### config.mk
export PLATFORM = sky130hd
export DESIGN_NAME = utf8_to_latin1_stream_core
export DESIGN_NICKNAME = d
export VERILOG_FILES = /design/src/design/u2l_pkg.sv /design/src/design/u2l_decode.sv /design/src/design/utf8_to_latin1_stream_core.sv
export SDC_FILE = /design/constraint.sdc
export NUM_CORES = 1
export LEC_CHECK = 0
export BUFFER_PORTS_ARGS = -buffer_cell sky130_fd_sc_hd__buf_2
export CAP_MARGIN = 20
export CORE_MARGIN = 5
export CORE_UTILIZATION = 45
export CTS_BUF_LIST = sky130_fd_sc_hd__clkbuf_4 sky130_fd_sc_hd__clkbuf_8 sky130_fd_sc_hd__clkbuf_16
export DETAILED_ROUTE_END_ITERATION = 6
export SYNTH_ARGS = -nofsm -noshare
export SYNTH_HDL_FRONTEND = slang
export SYNTH_HIERARCHICAL = 1
export SYNTH_SLANG_ARGS = --single-unit
### constraint.sdc
create_clock -name aclk -period 11.56 [get_ports aclk]
set_clock_uncertainty 0.15 [all_clocks]
set_input_delay 0 -clock aclk [delete_from_list [all_inputs] [get_ports aclk]]
set_output_delay 0 -clock aclk [all_outputs]
set_load 0.005 [all_outputs]
### src/design/u2l_pkg.sv
// shared types, constants and byte classification helpers for the utf-8 to latin-1 core
package u2l_pkg;

    localparam int unsigned ByteW  = 8;
    localparam int unsigned MaxRes = 3;

    localparam logic [ByteW-1:0] QMARK = 8'h3F;

    typedef logic [ByteW-1:0] byte_t;

    typedef enum logic [1:0] {
        KIND_NONE = 2'd0,
        KIND_2B   = 2'd1,
        KIND_3B   = 2'd2,
        KIND_4B   = 2'd3
    } kind_t;

    typedef struct packed {
        kind_t       kind;
        byte_t       lead;
        logic [1:0]  count;
        byte_t       tail0;
    } hold_t;

    typedef struct packed {
        logic [MaxRes-1:0][ByteW-1:0] bytes;
        logic [1:0]                   n;
    } res_t;

    function automatic kind_t lead_kind_of(input byte_t b);
        kind_t k;
        k = KIND_NONE;
        if (b[7:5] == 3'b110) begin
            k = KIND_2B;
        end else if (b[7:4] == 4'b1110) begin
            k = KIND_3B;
        end else if (b[7:3] == 5'b11110) begin
            k = KIND_4B;
        end
        return k;
    endfunction

    function automatic logic is_cont(input byte_t b);
        return b[7:6] == 2'b10;
    endfunction

    function automatic byte_t latin1_of(input byte_t lead, input byte_t cont);
        byte_t v;
        v = QMARK;
        if (lead[4:2] == 3'b000) begin
            v = {lead[1:0], cont[5:0]};
        end
        return v;
    endfunction

endpackage

### src/design/u2l_decode.sv
// combinational decode of one byte against the held sequence state
module u2l_decode
    import u2l_pkg::*;
(
    input  byte_t in_byte,
    input  logic  in_last,
    input  hold_t st,
    output res_t  res,
    output hold_t st_next
);

    kind_t b_kind;
    kind_t t_kind;
    logic  b_cont;
    logic  b_raw;
    logic  seq_done;

    assign b_kind   = lead_kind_of(in_byte);
    assign t_kind   = lead_kind_of(st.tail0);
    assign b_cont   = is_cont(in_byte);
    assign b_raw    = !in_byte[7] || in_last || (b_kind == KIND_NONE);
    assign seq_done = (st.kind == KIND_3B) ? (st.count == 2'd1) : (st.count == 2'd2);

    always_comb begin
        res     = '0;
        st_next = st;
        case (st.kind)
            KIND_NONE: begin
                if (b_raw) begin
                    res.bytes[0] = in_byte;
                    res.n        = 2'd1;
                end else begin
                    st_next.kind  = b_kind;
                    st_next.lead  = in_byte;
                    st_next.count = 2'd0;
                end
            end
            KIND_2B: begin
                st_next.kind  = KIND_NONE;
                st_next.lead  = '0;
                st_next.count = 2'd0;
                if (b_cont) begin
                    res.bytes[0] = latin1_of(st.lead, in_byte);
                    res.n        = 2'd1;
                end else begin
                    // lead goes out raw, then the byte starts afresh
                    res.bytes[0] = st.lead;
                    if (b_raw) begin
                        res.bytes[1] = in_byte;
                        res.n        = 2'd2;
                    end else begin
                        res.n         = 2'd1;
                        st_next.kind  = b_kind;
                        st_next.lead  = in_byte;
                    end
                end
            end
            KIND_3B, KIND_4B: begin
                if (seq_done) begin
                    res.bytes[0]  = QMARK;
                    res.n         = 2'd1;
                    st_next.kind  = KIND_NONE;
                    st_next.lead  = '0;
                    st_next.count = 2'd0;
                end else if (!in_last) begin
                    if (st.count == 2'd0) begin
                        st_next.tail0 = in_byte;
                    end
                    st_next.count = st.count + 2'd1;
                end else begin
                    // buffer ends early: lead raw, then any held tail and this byte (a held two-byte pair decoded)
                    st_next.kind  = KIND_NONE;
                    st_next.lead  = '0;
                    st_next.count = 2'd0;
                    res.bytes[0]  = st.lead;
                    if (st.count == 2'd0) begin
                        res.bytes[1] = in_byte;
                        res.n        = 2'd2;
                    end else if ((t_kind == KIND_2B) && b_cont) begin
                        res.bytes[1] = latin1_of(st.tail0, in_byte);
                        res.n        = 2'd2;
                    end else begin
                        res.bytes[1] = st.tail0;
                        res.bytes[2] = in_byte;
                        res.n        = 2'd3;
                    end
                end
            end
            default: begin
                res     = '0;
                st_next = st;
            end
        endcase
    end

endmodule

### src/design/utf8_to_latin1_stream_core.sv
// top level of the utf-8 to latin-1 stream transcoder
// Takes one UTF-8 byte per word on the s_ side (s_tlast marks the last byte of a
// buffer) and gives Latin-1 bytes on the m_ side, m_tlast marking the last byte that
// an input word caused. A word is taken into an input register, decoded from there
// and written into a three-byte result buffer once that buffer is free. Input words
// are accepted one per cycle as long as m_tready stays high and each causes at most
// one output byte; a word that causes two or three bytes (a failed sequence being
// replayed) keeps the result buffer busy until all its bytes are sent, and a word that
// only extends a held sequence causes none and never waits on the output side.
module utf8_to_latin1_stream_core
    import u2l_pkg::*;
(
    input  logic       aclk,
    input  logic       aresetn,
    input  logic       s_tvalid,
    output logic       s_tready,
    input  logic [7:0] s_tdata,   // in_byte
    input  logic       s_tlast,   // in_last
    output logic       m_tvalid,
    input  logic       m_tready,
    output logic [7:0] m_tdata,   // out_byte
    output logic       m_tlast    // out_run_end
);

    logic                         in_valid_reg, in_valid_next;
    byte_t                        in_byte_reg;
    logic                         in_last_reg;
    hold_t                        hold_reg, hold_next;
    logic [MaxRes-1:0][ByteW-1:0] ob_bytes_reg, ob_bytes_next;
    logic [1:0]                   ob_cnt_reg, ob_cnt_next;

    res_t  dec_res;
    hold_t dec_hold;
    logic  s_accept;
    logic  draining;
    logic  ob_free;
    logic  consume;

    u2l_decode u_decode (
        .in_byte (in_byte_reg),
        .in_last (in_last_reg),
        .st      (hold_reg),
        .res     (dec_res),
        .st_next (dec_hold)
    );

    assign draining = (ob_cnt_reg != 2'd0) && m_tready;
    assign ob_free  = (ob_cnt_reg == 2'd0) || ((ob_cnt_reg == 2'd1) && m_tready);
    assign consume  = in_valid_reg && (ob_free || (dec_res.n == 2'd0));
    assign s_tready = !in_valid_reg || consume;
    assign s_accept = s_tvalid && s_tready;

    assign m_tvalid = ob_cnt_reg != 2'd0;
    assign m_tdata  = ob_bytes_reg[0];
    assign m_tlast  = ob_cnt_reg == 2'd1;

    always_comb begin
        in_valid_next = in_valid_reg;
        if (s_accept) begin
            in_valid_next = 1'b1;
        end else if (consume) begin
            in_valid_next = 1'b0;
        end
        hold_next = consume ? dec_hold : hold_reg;
        ob_bytes_next = ob_bytes_reg;
        ob_cnt_next   = ob_cnt_reg;
        if (consume && (dec_res.n != 2'd0)) begin
            ob_bytes_next = dec_res.bytes;
            ob_cnt_next   = dec_res.n;
        end else if (draining) begin
            ob_bytes_next = {8'h00, ob_bytes_reg[2], ob_bytes_reg[1]};
            ob_cnt_next   = ob_cnt_reg - 2'd1;
        end
    end

    always_ff @(posedge aclk) begin
        if (!aresetn) begin
            in_valid_reg   <= 1'b0;
            ob_cnt_reg     <= 2'd0;
            hold_reg.kind  <= KIND_NONE;
            hold_reg.lead  <= '0;
            hold_reg.count <= 2'd0;
        end else begin
            in_valid_reg   <= in_valid_next;
            ob_cnt_reg     <= ob_cnt_next;
            hold_reg.kind  <= hold_next.kind;
            hold_reg.lead  <= hold_next.lead;
            hold_reg.count <= hold_next.count;
            hold_reg.tail0 <= hold_next.tail0;
        end
    end

    always_ff @(posedge aclk) begin
        if (s_accept) begin
            in_byte_reg <= s_tdata;
            in_last_reg <= s_tlast;
        end
        ob_bytes_reg <= ob_bytes_next;
    end

endmodule

After elaboration in Yosys (flattened, before gate mapping):

Index checks and enable logic that the tools add are counted.

* multiplexer cells: 39
* add/subtract/negate cells: 2
* equal/unequal tests: 16
* reduce and logical (&&, ||, !) cells: 28
* bitwise logic cells: 2

Operators with widths (number)
* 8-bit 2-to-1 mux: 9
* 10-bit 2-to-1 mux: 6
* 24-bit 2-to-1 mux: 2
* 12-bit one-hot mux with 3 select lines: 1
* 10-bit one-hot mux with 3 select lines: 1
* 26-bit 2-to-1 mux: 1
* 12-bit 2-to-1 mux: 2
* 2-bit 2-to-1 mux: 11
* 16-bit 2-to-1 mux: 1
* 8-bit one-hot mux with 2 select lines: 1
* 5-bit equality test (second input constant): 2
* 2-bit logical NOT: 5
* 2-bit by 1-bit equality test with 1-bit output (second input constant): 4
* 2-bit equality test (second input constant): 4
* 4-bit equality test (second input constant): 2
* 2-bit nonzero test: 4
* 3-bit equality test (second input constant): 2
* 1-bit logical AND: 6
* 3-bit logical NOT: 2
* 6-bit AND reduction: 1
* 1-bit logical OR: 5
* 1-bit 2-to-1 mux: 4
* 3-bit by 2-bit inequality test with 1-bit output (second input constant): 1
* 3-bit AND reduction: 1
* 7 further kinds: 9

* register bits after elaboration: 56
* bits of input ports: 13

Depth between registers and ports, before layout:

* depth after elaboration: 17
* mapped depth: 11

By module:

Netlist, hierarchy kept.

Modules (own cells, without submodules)
* utf8_to_latin1_stream_core: sequential area each 1531.5 sq um, cells each 162, instances 1, area an instance 2230.9 sq um
* u2l_decode: sequential area each 0.0 sq um, cells each 148, instances 1, area an instance 1017.2 sq um

Worst setup path after synthesis:

No wires, ideal clock.

* path kind: reg2reg
* start: reg in_last_reg
* end: reg ob_cnt_reg[1]
* setup time: 0.066 ns
* arrival: 3.820 ns
* clock period less this slack: 4.036 ns
* path slack: 7.524 ns
* cell stages (with the launch flop): 8
* cells stage by stage: edfxtp_1 -> nand3b_1 -> nor2_1 -> mux2i_1 -> o221ai_1 -> o21ai_4 -> o21ai_0 -> o221a_2

RTL lines
* start: declaration: RTL line utf8_to_latin1_stream_core.sv:27 `logic in_last_reg;`
* start signal: assignment: RTL line utf8_to_latin1_stream_core.sv:96 `in_last_reg <= s_tlast;`
* end signal: assignment: RTL line utf8_to_latin1_stream_core.sv:85 `ob_cnt_reg <= ob_cnt_next;`
* end: declaration: RTL line utf8_to_latin1_stream_core.sv:30 `logic [1:0] ob_cnt_reg, ob_cnt_next;`

==> results.yml <==
die:
  core_area_mm2: 0.00714
  die_w_um: 95.0
  rows: 31
  die-area_mm2: 0.00902
  start_util_pct: 45.5
  die_h_um: 95.0
  io_pins: 24
routing:
  wirelength_mm: 7.32
  drtAntennaViolNets: 0
  first_iter_violations: 375
  drt-pass1-iter-count: 4
  vias_per_cell: 5.69
  dr_total_vias: 2463
  avgRoutedWirePerCell_um: 16.9
  drc_errors: 0
grt:
  grt_use_total_pct: 17.6
  grt_pass1_wl_mm: 12.0
  grt_max_degree: 28
  antenna_found_initial: 0
  grt_pass1_vias: 2303
  grt_overflow: 0
logic_synthesis:
  syn_inst: 310
  avgSynthCellArea_um2: 10.5
  synth_fp_nets: 326
  yosysWarnings: 6
  synth-seq-area-share_pct: 47.1
  synth_enable_flop_cells: 41
  synth-seq-cells: 56
  synth_area_mm2: 0.00325
  async_flop_share_pct: 0
  synth_ff_type: "edfxtp_1"
  synth_cell_types: 60
sta:
  period_minus_slack_ps: 3410
  whs_ps: 226
  setup_tns_ps: 0
  rsz0062_at_grt: "false"
  slew_headroom_pct: 44.7
  slew_viol_final: 0
  setup_violations: 0
  timing.final.crit_share_pct: 29.5
  tightest_slew_ps: 829
  max_freq_mhz: 294
  hold_viol: 0
layout:
  largest_reg_flops: 20
  final_cell_area_mm2: 0.00358
  drive_above_1_share_pct: 18.9
  antennaDiodeCount: 0
  syn_to_final_growth_pct: 10.4
  instances_no_fill: 433
  nets: 349
placed_design:
  gp_congestion: 0.882
  io_buffers: 23
  dp_hpwl_mm: 5.25
  place_area_mm2: 0.00337
  dp_cells: 413
setup_path:
  crit_path_start_kind: "flip-flop"
  required_ps: 11410
  r2r-end: "hold_reg[6]$_DFFE_PP_"
  reg2reg_from: "in_last_reg$_DFFE_PP_"
  ff2ff_path_depth: 7
  path_class: "flip-flop to flip-flop"
  ff2ff_setup_slack_ps: 8150
  critPathArrivalTime_ps: 3260
  cp_max_fo: 25
  end_kind: "flip-flop"
power_and_ir_drop:
  p_per_area_mw_per_mm2: 152
  ir_worst_vdd_mv: 0.0716
  power.leakage_nw: 1.30
run_status:
  status: "finished, final reports clean"
min_path:
  hold_end: "in_byte_reg[5]$_DFFE_PP_"
  hold_path_class: "input port to flip-flop"
  min-delay-start: "s_tdata[5]"
  hold_depth: 2
flow_run:
  maxCapViolCount: 0
clocking:
  worstSkewPairLatency_ps: 320
  clockBufferDepth: 2
  post_cts_buffers: 0
  path_clk_slew_ps: 100
  cts_sinks: 56
  cts_made_buffers: 5
  cts_tree: "built"
  root_buffer: "clkbuf_8"
  htreeDepth: 2
[logic make-up after synthesis]
| family | share of synthesized area (%) |
|---|---|
| AOI/OAI and AO/OA | 18.6 |
| adders and majority gates | 1.16 |
| buffers and inverters | 5.39 |
| DFF | 47.1 |
| muxes | 9.25 |
| and+or+nand+nor | 18.5 |
[layout make-up]
class / count / area, µm²
Clock inverter: 3 / 27.5
Fill cell: 683 / 3550
Inverter: 12 / 45.0
Clock buffer: 5 / 68.8
Timing Repair Buffer: 36 / 243
Tap cell: 99 / 124
Multi-Input combinational cell: 222 / 1550
Sequential cell: 56 / 1530
[Yosys cell counts, types with 7 or more instances]
cell	n	share of area [%]
a22o_1	7	1.9
and2_1	9	1.7
and3_1	9	1.7
buf_4	9	2.1
dfxtp_1	15	9.2
edfxtp_1	41	38
inv_1	12	1.4
mux2_1	11	3.8
mux2_2	13	4.5
nand2_1	32	3.7
nand3_1	15	2.3
nor2_1	14	1.6
nor3_1	8	1.2
o21ai_0	25	3.9
[per-stage QoR]
stage | setup slack (ps) | power (W) | util (%)
3_3_place_gp | 8260 | 0.000429 | 47.2
6_report | 8150 | 0.000544 | 50.2
2_1_floorplan | 7520 | 0.000401 | -
3_5_place_dp | 8140 | 0.000430 | 47.2
4_1_cts | 8110 | 0.000549 | 50.2
5_1_grt | 7860 | 0.000574 | 50.2
[cell usage in the layout (no fill, tap or decap), types with 11 or more instances in the layout]
master / instances
dfxtp_1: 15
buf_2: 23
mux2_2: 13
mux2_1: 11
inv_1: 12
nand3_1: 15
edfxtp_1: 41
dlygate4sd3_1: 12
o21ai_0: 24
nor2_1: 14
nand2_1: 32
[critical path, cell delays in order, from the launching register on]
cell and delay (ps):
edfxtp_1 520, nand3b_1 300, nor2_1 290, mux2i_1 120, o221ai_1 530, nor2_1 110
o21ai_2 690, nor2_1 360
[worst max-delay path by stage]
stage | startpoint | end | slack (ps)
global placement | in_last_reg$_DFFE_PP_ | hold_reg[4]$_DFFE_PP_ | 8260
CTS | in_last_reg$_DFFE_PP_ | hold_reg[6]$_DFFE_PP_ | 8110
finish | in_last_reg$_DFFE_PP_ | hold_reg[6]$_DFFE_PP_ | 8150
global route | in_last_reg$_DFFE_PP_ | hold_reg[6]$_DFFE_PP_ | 7860
floorplan | in_last_reg$_DFFE_PP_ | ob_cnt_reg[1]$_SDFFE_PN0P_ | 7520
detailed placement | in_last_reg$_DFFE_PP_ | hold_reg[6]$_DFFE_PP_ | 8140
[where the power goes]
part,total (W),leakage [nW],switching [W],internal (W)
clock,0.000117,0.0463,0.0000723,0.0000447
combinational,0.000139,0.743,0.0000818,0.0000573
sequential,0.000287,0.514,0.0000181,0.000269
total,0.000544,1.30,0.000172,0.000371
[metal layers]
metal | GRT usage (%) | wire length (µm)
met5 | 0 | 0
met4 | 5.53 | 141
met3 | 3.19 | 408
met2 | 28.7 | 3390
met1 | 23.8 | 3380
[repair_timing]
action | CTS | global route
hold endpoints to repair | 15 | 0
endpoints found under the setup margin | 0 | 0
hold buffers | 12 | 0
gates resized for setup | 0 | 0
(Power assumes the default switching activity.)
